--- config.mk ---
export PLATFORM = sky130hd
export DESIGN_NAME = serial_rx_fifo_command_decode_unit
export DESIGN_NICKNAME = d
export VERILOG_FILES = /design/src/rtl/core/srfcd_pkg.sv /design/src/rtl/core/srfcd_store.sv /design/src/rtl/core/serial_rx_fifo_command_decode_unit.sv
export VERILOG_INCLUDE_DIRS = /design/src /design/src/rtl/core
export SDC_FILE = /design/constraint.sdc
export NUM_CORES = 1
export LEC_CHECK = 0
export BUFFER_PORTS_ARGS = -buffer_cell sky130_fd_sc_hd__buf_4
export CAP_MARGIN = 20
export CORE_MARGIN = 1.5
export CORE_UTILIZATION = 56
export DETAILED_ROUTE_END_ITERATION = 12
export PLACE_DENSITY = 0.83
export REMOVE_ABC_BUFFERS = 1
export SYNTH_ARGS = -nofsm -noshare
export SYNTH_HDL_FRONTEND = slang
export SYNTH_SLANG_ARGS = --single-unit
--- constraint.sdc ---
create_clock -name clk -period 7.6 [get_ports clk]
set_input_delay 0 -clock clk [delete_from_list [all_inputs] [get_ports clk]]
set_output_delay 0 -clock clk [all_outputs]
set_load 0.005 [all_outputs]
--- src/rtl/core/serial_rx_fifo_command_decode_unit_assert.svh ---
// Assertion macros for the receive byte FIFO with command decode
`ifndef SERIAL_RX_FIFO_COMMAND_DECODE_UNIT_ASSERT_SVH
`define SERIAL_RX_FIFO_COMMAND_DECODE_UNIT_ASSERT_SVH

// same-cycle implication, disabled in reset
`define SRFCD_ASSERT_NOW(label, ante, cons, msg) \
	label: assert property (@(posedge clk) disable iff (!arst_n) (ante) |-> (cons)) \
		else $error(msg);

// next-cycle implication, disabled in reset
`define SRFCD_ASSERT_NEXT(label, ante, cons, msg) \
	label: assert property (@(posedge clk) disable iff (!arst_n) (ante) |=> (cons)) \
		else $error(msg);

`endif

--- src/rtl/core/srfcd_pkg.sv ---
// Shared types, codes and the command decode function for the receive FIFO
package srfcd_pkg;

	typedef logic [7:0] byte_t;
	typedef logic [3:0] cmd_t;
	typedef logic [31:0] count_t;

	localparam logic OP_PUSH = 1'b0;
	localparam logic OP_POP  = 1'b1;

	localparam cmd_t  CMD_NONE     = 4'd0;
	localparam cmd_t  CMD_DIGIT8   = 4'd12;
	localparam cmd_t  CMD_DIGIT9   = 4'd13;
	localparam byte_t BYTE_LETTER_LO = 8'h41;
	localparam byte_t BYTE_LETTER_HI = 8'h4B;
	localparam byte_t BYTE_LETTER_BASE = 8'h40;
	localparam byte_t BYTE_DIGIT8  = 8'h38;
	localparam byte_t BYTE_DIGIT9  = 8'h39;

	function automatic cmd_t decode_cmd(input byte_t b);
		byte_t diff;
		diff = b - BYTE_LETTER_BASE;
		if (b >= BYTE_LETTER_LO && b <= BYTE_LETTER_HI)
			return diff[3:0];
		else if (b == BYTE_DIGIT8)
			return CMD_DIGIT8;
		else if (b == BYTE_DIGIT9)
			return CMD_DIGIT9;
		else
			return CMD_NONE;
	endfunction

endpackage

--- src/rtl/core/srfcd_store.sv ---
// Byte storage RAM: one write port, one read port with registered read data
module srfcd_store #(
	parameter int DEPTH = 64,
	parameter int AW    = 6
) (
	input  logic                 clk,
	input  logic                 wr_en,
	input  logic [AW-1:0]        wr_addr,
	input  srfcd_pkg::byte_t     wr_data,
	input  logic                 rd_en,
	input  logic [AW-1:0]        rd_addr,
	output srfcd_pkg::byte_t     rd_data
);

	srfcd_pkg::byte_t mem_q [DEPTH];
	srfcd_pkg::byte_t rd_data_q;

	always_ff @(posedge clk) begin
		if (wr_en)
			mem_q[wr_addr] <= wr_data;
	end

	// holds its value while the consumer stalls
	always_ff @(posedge clk) begin
		if (rd_en)
			rd_data_q <= mem_q[rd_addr];
	end

	assign rd_data = rd_data_q;

endmodule

--- src/rtl/core/serial_rx_fifo_command_decode_unit.sv ---
// Receive byte FIFO (one slot kept empty) with command decode and status counters
//
// Input beats (s_*): s_tuser selects the operation (0 push, 1 pop), s_tdata
// carries the received byte, used only on a push. Each accepted beat yields
// exactly one output beat (m_*): m_tuser is the pop valid flag, m_tdata the
// popped byte and its command code plus the status as it stands after the
// operation (accepted and overflow counters, last accepted byte and command).
// Holds at most DEPTH-1 bytes; a push into a full buffer only bumps the
// overflow counter. Commands: 0x41..0x4B give 1..11, 0x38 gives 12, 0x39 13.
// Throughput is one beat per cycle unless m_tready stalls the output. From
// input accept to output valid, the storage RAM registers its read data with
// the middle stage, then the result lands in the output register. Pointers
// and counters update at the accept edge; a following beat sees them at once.
// A stalled m_tready holds the output register; the middle stage and then
// s_tready back up behind it, so no beat is lost.
// Reset clears pointers, counters and last byte/command; the buffer is empty
// and ready to accept as soon as reset is released.
module serial_rx_fifo_command_decode_unit #(
	parameter int DEPTH = 64
) (
	input  logic        clk,
	input  logic        arst_n,
	input  logic        s_tvalid,
	output logic        s_tready,
	input  logic [7:0]  s_tdata,   // [7:0] byte_in
	input  logic        s_tuser,   // [0] op
	output logic        m_tvalid,
	input  logic        m_tready,
	output logic [87:0] m_tdata,   // [7:0] popped_byte, [11:8] popped_command,
	                               // [43:12] accepted_total, [75:44] overflow_total,
	                               // [83:76] last_byte, [87:84] last_command
	output logic        m_tuser    // [0] pop_valid
);

	localparam int AW = (DEPTH > 2) ? $clog2(DEPTH) : 1;
	localparam logic [AW-1:0] LAST_SLOT = AW'(DEPTH - 1);

	// state
	logic [AW-1:0]       wr_ptr_q, rd_ptr_q;
	srfcd_pkg::count_t   acc_cnt_q, ovf_cnt_q;
	srfcd_pkg::byte_t    last_byte_q;
	srfcd_pkg::cmd_t     last_cmd_q;

	// middle stage
	logic                valid_s1;
	logic                pop_ok_s1;
	srfcd_pkg::count_t   acc_s1, ovf_s1;
	srfcd_pkg::byte_t    last_byte_s1;
	srfcd_pkg::cmd_t     last_cmd_s1;

	// output register
	logic                m_tvalid_q;
	logic                m_tuser_q;
	logic [87:0]         m_tdata_q;

	logic                in_beat, is_push, is_pop, full, empty;
	logic                do_write, do_read, advance_s1;
	logic [AW-1:0]       wr_next, rd_next;
	srfcd_pkg::count_t   acc_next, ovf_next;
	srfcd_pkg::byte_t    last_byte_next, rd_byte, pop_byte;
	srfcd_pkg::cmd_t     last_cmd_next, pop_cmd;

	assign advance_s1 = !m_tvalid_q || m_tready;
	assign s_tready   = !valid_s1 || advance_s1;
	assign in_beat    = s_tvalid && s_tready;
	assign is_push    = (s_tuser == srfcd_pkg::OP_PUSH);
	assign is_pop     = (s_tuser == srfcd_pkg::OP_POP);

	assign wr_next = (wr_ptr_q == LAST_SLOT) ? '0 : wr_ptr_q + AW'(1);
	assign rd_next = (rd_ptr_q == LAST_SLOT) ? '0 : rd_ptr_q + AW'(1);
	assign full    = (wr_next == rd_ptr_q);
	assign empty   = (wr_ptr_q == rd_ptr_q);

	assign do_write = in_beat && is_push && !full;
	assign do_read  = in_beat && is_pop && !empty;

	always_comb begin
		acc_next       = acc_cnt_q;
		ovf_next       = ovf_cnt_q;
		last_byte_next = last_byte_q;
		last_cmd_next  = last_cmd_q;
		if (do_write) begin
			acc_next       = acc_cnt_q + 32'd1;
			last_byte_next = s_tdata;
			last_cmd_next  = srfcd_pkg::decode_cmd(s_tdata);
		end else if (in_beat && is_push) begin
			ovf_next = ovf_cnt_q + 32'd1;
		end
	end

	srfcd_store #(
		.DEPTH (DEPTH),
		.AW    (AW)
	) u_store (
		.clk     (clk),
		.wr_en   (do_write),
		.wr_addr (wr_ptr_q),
		.wr_data (s_tdata),
		.rd_en   (do_read),
		.rd_addr (rd_ptr_q),
		.rd_data (rd_byte)
	);

	always_ff @(posedge clk or negedge arst_n) begin
		if (!arst_n) begin
			wr_ptr_q    <= '0;
			rd_ptr_q    <= '0;
			acc_cnt_q   <= '0;
			ovf_cnt_q   <= '0;
			last_byte_q <= '0;
			last_cmd_q  <= srfcd_pkg::CMD_NONE;
		end else begin
			if (do_write)
				wr_ptr_q <= wr_next;
			if (do_read)
				rd_ptr_q <= rd_next;
			acc_cnt_q   <= acc_next;
			ovf_cnt_q   <= ovf_next;
			last_byte_q <= last_byte_next;
			last_cmd_q  <= last_cmd_next;
		end
	end

	always_ff @(posedge clk or negedge arst_n) begin
		if (!arst_n) begin
			valid_s1   <= 1'b0;
			m_tvalid_q <= 1'b0;
		end else begin
			if (s_tready)
				valid_s1 <= in_beat;
			if (advance_s1)
				m_tvalid_q <= valid_s1;
		end
	end

	// status snapshot taken with the beat; popped byte comes from the RAM read register loaded at the same edge
	always_ff @(posedge clk) begin
		if (in_beat) begin
			pop_ok_s1    <= do_read;
			acc_s1       <= acc_next;
			ovf_s1       <= ovf_next;
			last_byte_s1 <= last_byte_next;
			last_cmd_s1  <= last_cmd_next;
		end
	end

	assign pop_byte = pop_ok_s1 ? rd_byte : '0;
	assign pop_cmd  = srfcd_pkg::decode_cmd(pop_byte);

	always_ff @(posedge clk) begin
		if (advance_s1 && valid_s1) begin
			m_tuser_q <= pop_ok_s1;
			m_tdata_q <= {last_cmd_s1, last_byte_s1, ovf_s1, acc_s1, pop_cmd, pop_byte};
		end
	end

	assign m_tvalid = m_tvalid_q;
	assign m_tuser  = m_tuser_q;
	assign m_tdata  = m_tdata_q;

`include "serial_rx_fifo_command_decode_unit_assert.svh"

	`SRFCD_ASSERT_NOW(a_ptr_range, 1'b1, (wr_ptr_q <= LAST_SLOT) && (rd_ptr_q <= LAST_SLOT), "pointer out of range")
	`SRFCD_ASSERT_NEXT(a_ovf_on_full, in_beat && is_push && full, (ovf_cnt_q == $past(ovf_cnt_q) + 32'd1) && $stable(wr_ptr_q), "push on full mishandled")
	`SRFCD_ASSERT_NEXT(a_acc_only_push, !do_write, $stable(acc_cnt_q) && $stable(last_byte_q), "accepted state moved without a push")
	`SRFCD_ASSERT_NEXT(a_empty_pop_hold, in_beat && is_pop && empty, $stable(rd_ptr_q), "pop on empty moved read pointer")

endmodule
==> flow_results.xml <==
<?xml version="1.0" encoding="UTF-8"?>
<metrics>
  <group name="final_layout">
    <metric name="nNetsFinal" unit="">1679</metric>
    <metric name="area_growth_syn_to_layout" unit="%">13.7</metric>
    <metric name="mostFrequentLayoutCells" unit="">686 x edfxtp_1, 149 x buf_4, 145 x mux4_2</metric>
    <metric name="antenna_cells_inserted" unit="">0</metric>
    <metric name="layout_commonest_cell" unit="">edfxtp_1</metric>
    <metric name="layout.filler_cells" unit="">3267</metric>
    <metric name="final_layout_size_suffix_gt1_share" unit="%">25.4</metric>
  </group>
  <group name="logic_synthesis">
    <metric name="synth_async_sr_flop_share" unit="%">11.6</metric>
    <metric name="syn_area" unit="mm²">0.0298</metric>
    <metric name="yosys_most_used_dff" unit="">edfxtp_1</metric>
    <metric name="yosys_warnings" unit="">0</metric>
    <metric name="synth.lib_cells_used.distinct" unit="">59</metric>
    <metric name="seq_area_frac_synth" unit="%">76.8</metric>
    <metric name="postSynthCellCount" unit="">1514</metric>
    <metric name="synth_edf_count" unit="">686</metric>
    <metric name="synthesized_area_divided_by_synthesized_cell_count" unit="µm²">19.7</metric>
    <metric name="yosys_register_bits" unit="">776</metric>
  </group>
  <group name="power_and_ir_drop">
    <metric name="power.ir.vdd_worst" unit="µV">211</metric>
    <metric name="static-leakage-power" unit="nW">11.5</metric>
    <metric name="power.density" unit="mW/mm²">329</metric>
  </group>
  <group name="sta">
    <metric name="holdWs" unit="ps">-12.0</metric>
    <metric name="report.final.hold_viol_count" unit="">9</metric>
    <metric name="period_share" unit="%">61.5</metric>
    <metric name="grt_setup_unrepaired" unit="">no</metric>
    <metric name="finalSetupViolations" unit="">0</metric>
    <metric name="timing.max_slew.rel_slack" unit="%">24.0</metric>
    <metric name="min_period" unit="ps">4670</metric>
    <metric name="fin_worst_skew" unit="ps">26.3</metric>
    <metric name="timing_worst_slew_pin_value" unit="ps">1140</metric>
    <metric name="timing_max_transition_violations_final" unit="">0</metric>
    <metric name="achievable-frequency" unit="GHz">0.214</metric>
    <metric name="setup-tns-final" unit="ps">0</metric>
  </group>
  <group name="route">
    <metric name="routed-via-count" unit="">15400</metric>
    <metric name="detail_route.iter0.violations" unit="">2211</metric>
    <metric name="routed_antenna_nets" unit="">0</metric>
    <metric name="drtPass1Iterations" unit="">6</metric>
    <metric name="post_drt_via_cell_ratio" unit="">6.39</metric>
    <metric name="detail_route.wl_per_cell" unit="µm">27.1</metric>
    <metric name="drt_drc_violations_left" unit="">0</metric>
    <metric name="routed_wirelength" unit="µm">65300</metric>
  </group>
  <group name="critical_path">
    <metric name="path_max_fanout" unit="">38</metric>
    <metric name="worst_setup_path_end_kind" unit="">flip-flop</metric>
    <metric name="worst_path_largest_cell_delay" unit="ps">810</metric>
    <metric name="path_class" unit="">flip-flop to flip-flop</metric>
    <metric name="worstRegToRegCells" unit="">7</metric>
    <metric name="critical_path.slowest_cell" unit="">dfrtp_1</metric>
    <metric name="cp.depth" unit="">7</metric>
    <metric name="critPathTopFamily" unit="">simple AND/OR/NAND/NOR gates</metric>
    <metric name="cp.required" unit="ps">7870</metric>
    <metric name="arrival" unit="ps">4940</metric>
    <metric name="cp_cell_sequence" unit="">nand3_1, xor2_1, a2111o_1, o21ai_4, buf_4, or3_1, nor2_1</metric>
    <metric name="critical_path.startpoint_type" unit="">flip-flop</metric>
    <metric name="timing.critical_path.buf_inv" unit="">1</metric>
  </group>
  <group name="clock_tree">
    <metric name="bufs_on_longest_clock_path" unit="">3</metric>
    <metric name="cts-resized-gates" unit="">0</metric>
    <metric name="clock-root-buffer" unit="">clkbuf_16</metric>
    <metric name="cts.sinks" unit="">776</metric>
    <metric name="htree_num_levels" unit="">3</metric>
    <metric name="worstSkewPairLatency" unit="ps">620</metric>
    <metric name="clock_buffers_created_by_tritoncts" unit="">73</metric>
    <metric name="tritoncts" unit="">done</metric>
    <metric name="path_clk_slew" unit="ps">60</metric>
    <metric name="cts_post_setup_buffers_inserted" unit="">0</metric>
  </group>
  <group name="global_routing">
    <metric name="vias_in_the_first_global_route" unit="">15300</metric>
    <metric name="grt.total_usage" unit="%">24.3</metric>
    <metric name="largest_net_degree_at_the_start_of_global_routing" unit="">90</metric>
    <metric name="wire_length_of_the_first_global_routing_pass" unit="µm">96800</metric>
    <metric name="grt_remaining_overflow" unit="">0</metric>
    <metric name="antenna_found_initial" unit="">2</metric>
  </group>
  <group name="placement">
    <metric name="placement.io_buffers" unit="">103</metric>
    <metric name="gpl.final_weighted_congestion" unit="">0.928</metric>
    <metric name="dp_hpwl" unit="µm">37700</metric>
  </group>
  <group name="die">
    <metric name="placement_rows" unit="">84</metric>
    <metric name="floorplan.io_pins" unit="">104</metric>
    <metric name="die_outline_area" unit="mm²">0.0545</metric>
    <metric name="start_util" unit="%">56.6</metric>
    <metric name="floorplan.die.height" unit="µm">234</metric>
    <metric name="core-area" unit="mm²">0.0526</metric>
    <metric name="die_w" unit="µm">234</metric>
  </group>
  <group name="run_status">
    <metric name="outcome" unit="">finished, violations left</metric>
    <metric name="failing_checks" unit="">hold timing</metric>
  </group>
  <group name="run">
    <metric name="max_cap_violations" unit="">0</metric>
  </group>
  <group name="hold_path">
    <metric name="min_delay_path_class" unit="">input pin to flip-flop</metric>
    <metric name="whs_path_depth" unit="">1</metric>
  </group>
</metrics>
==> metrics by stage <==
step	instance area [µm²]	power (W)	setup WS, ps	util [%]	instances
6_report	33800	0.0111	2930	64.4	2408
2_1_floorplan	29400	0.00703	-1130	-	1427
5_1_grt	33800	0.0115	2710	64.4	2408
4_1_cts	33800	0.0112	3050	64.4	2407
3_5_place_dp	31400	0.00762	3080	59.7	2264
3_3_place_gp	31400	0.00754	3250	59.7	2263
==> report_power, final <==
group	internal, W	switching (W)
logic	0.00111	0.00125
registers	0.00490	0.000329
clock network	0.00202	0.00153
total	0.00803	0.00311
==> cells in the mapped netlist, types with 4 or more instances <==
| cell type | count | area, µm² |
|---|---|---|
| a211oi_1 | 15 | 113 |
| a21oi_1 | 20 | 100 |
| a22oi_1 | 14 | 105 |
| and2_1 | 13 | 81.3 |
| and3_1 | 12 | 75.1 |
| and4_1 | 6 | 52.6 |
| buf_1 | 12 | 45.0 |
| buf_2 | 31 | 155 |
| clkbuf_1 | 39 | 146 |
| dfrtp_1 | 90 | 2250 |
| edfxtp_1 | 686 | 20600 |
| ha_1 | 4 | 50.1 |
| inv_1 | 10 | 37.5 |
| mux2_2 | 16 | 180 |
| mux2i_1 | 16 | 160 |
| mux4_2 | 145 | 3270 |
| nand2_1 | 46 | 173 |
| nand2b_1 | 7 | 43.8 |
| nand3_1 | 35 | 175 |
| nand4_1 | 26 | 163 |
| nor2_1 | 51 | 191 |
| nor2b_1 | 17 | 106 |
| nor3_1 | 28 | 140 |
| nor4_1 | 39 | 244 |
| o21ai_0 | 11 | 55.1 |
| o31ai_1 | 4 | 30.0 |
| or2_2 | 6 | 37.5 |
| or3_1 | 6 | 37.5 |
| xnor2_1 | 39 | 342 |
| xor2_1 | 33 | 289 |
==> cells by family (layout without fill, tap and decap cells) <==
group           count (synthesis)  after routing  synth area share [%]
fa+ha+maj                       4              4                 0.168
flops                         776            776                  76.8
mux                           177            177                  12.1
buf+inv                        97            303                  1.45
simple gates                  309            309                  5.60
compound gates                 79             79                  1.77
xor+xnor                       72             72                  2.12
==> layer usage <==
layer  track usage, %  part of all wire, %
met1             32.9                   38
met3             5.04                  9.0
met2             39.2                   49
met4             9.56                  3.5
met5                0                    0
==> sequential cells by signal (all words and copies together) (netlist names) <==
name,count
acc_cnt_q,32
acc_s1,32
last_byte_q,8
last_byte_s1,8
last_cmd_q,4
last_cmd_s1,4
m_tdata,88
m_tuser,1
m_tvalid,1
ovf_cnt_q,32
ovf_s1,32
pop_ok_s1,1
rd_ptr_q,6
u_store.mem_q,512
u_store.rd_data,8
valid_s1,1
wr_ptr_q,6
==> what timing repair did <==
item	4_1_cts	5_1_grt
endpoints found under the setup margin	0	0
endpoints found under the hold margin	146	0
hold buffers	10	0
==> path summary, 6_finish.rpt <==
check	startpoint	to	slack, ps
max	wr_ptr_q[2]$_DFFE_PN0P_	u_store.mem_q[59][0]$_DFFE_PP_	2930
max reg2reg	wr_ptr_q[2]$_DFFE_PN0P_	u_store.mem_q[59][0]$_DFFE_PP_	2930
min reg2reg	acc_s1[13]$_DFFE_PN_	m_tdata[25]$_DFFE_PP_	410
min in group asynchronous	arst_n	acc_cnt_q[24]$_DFF_PN0_	410
max in group asynchronous	arst_n	rd_ptr_q[1]$_DFFE_PN0P_	6320
min	s_tdata[2]	u_store.mem_q[58][2]$_DFFE_PP_	-10
==> layout make-up <==
class                           count  area (µm²)  share of cell area, %
Timing Repair Buffer              160        1260                   3.71
Multi-Input combinational cell    641        6510                   19.2
Sequential cell                   776       22900                   67.5
Inverter                           10        37.5                  0.111
Clock inverter                     36         290                  0.858
Clock buffer                       97        2030                   6.00
Tap cell                          688         861                   2.54
No activity file was read; power rests on OpenSTA's default activity.
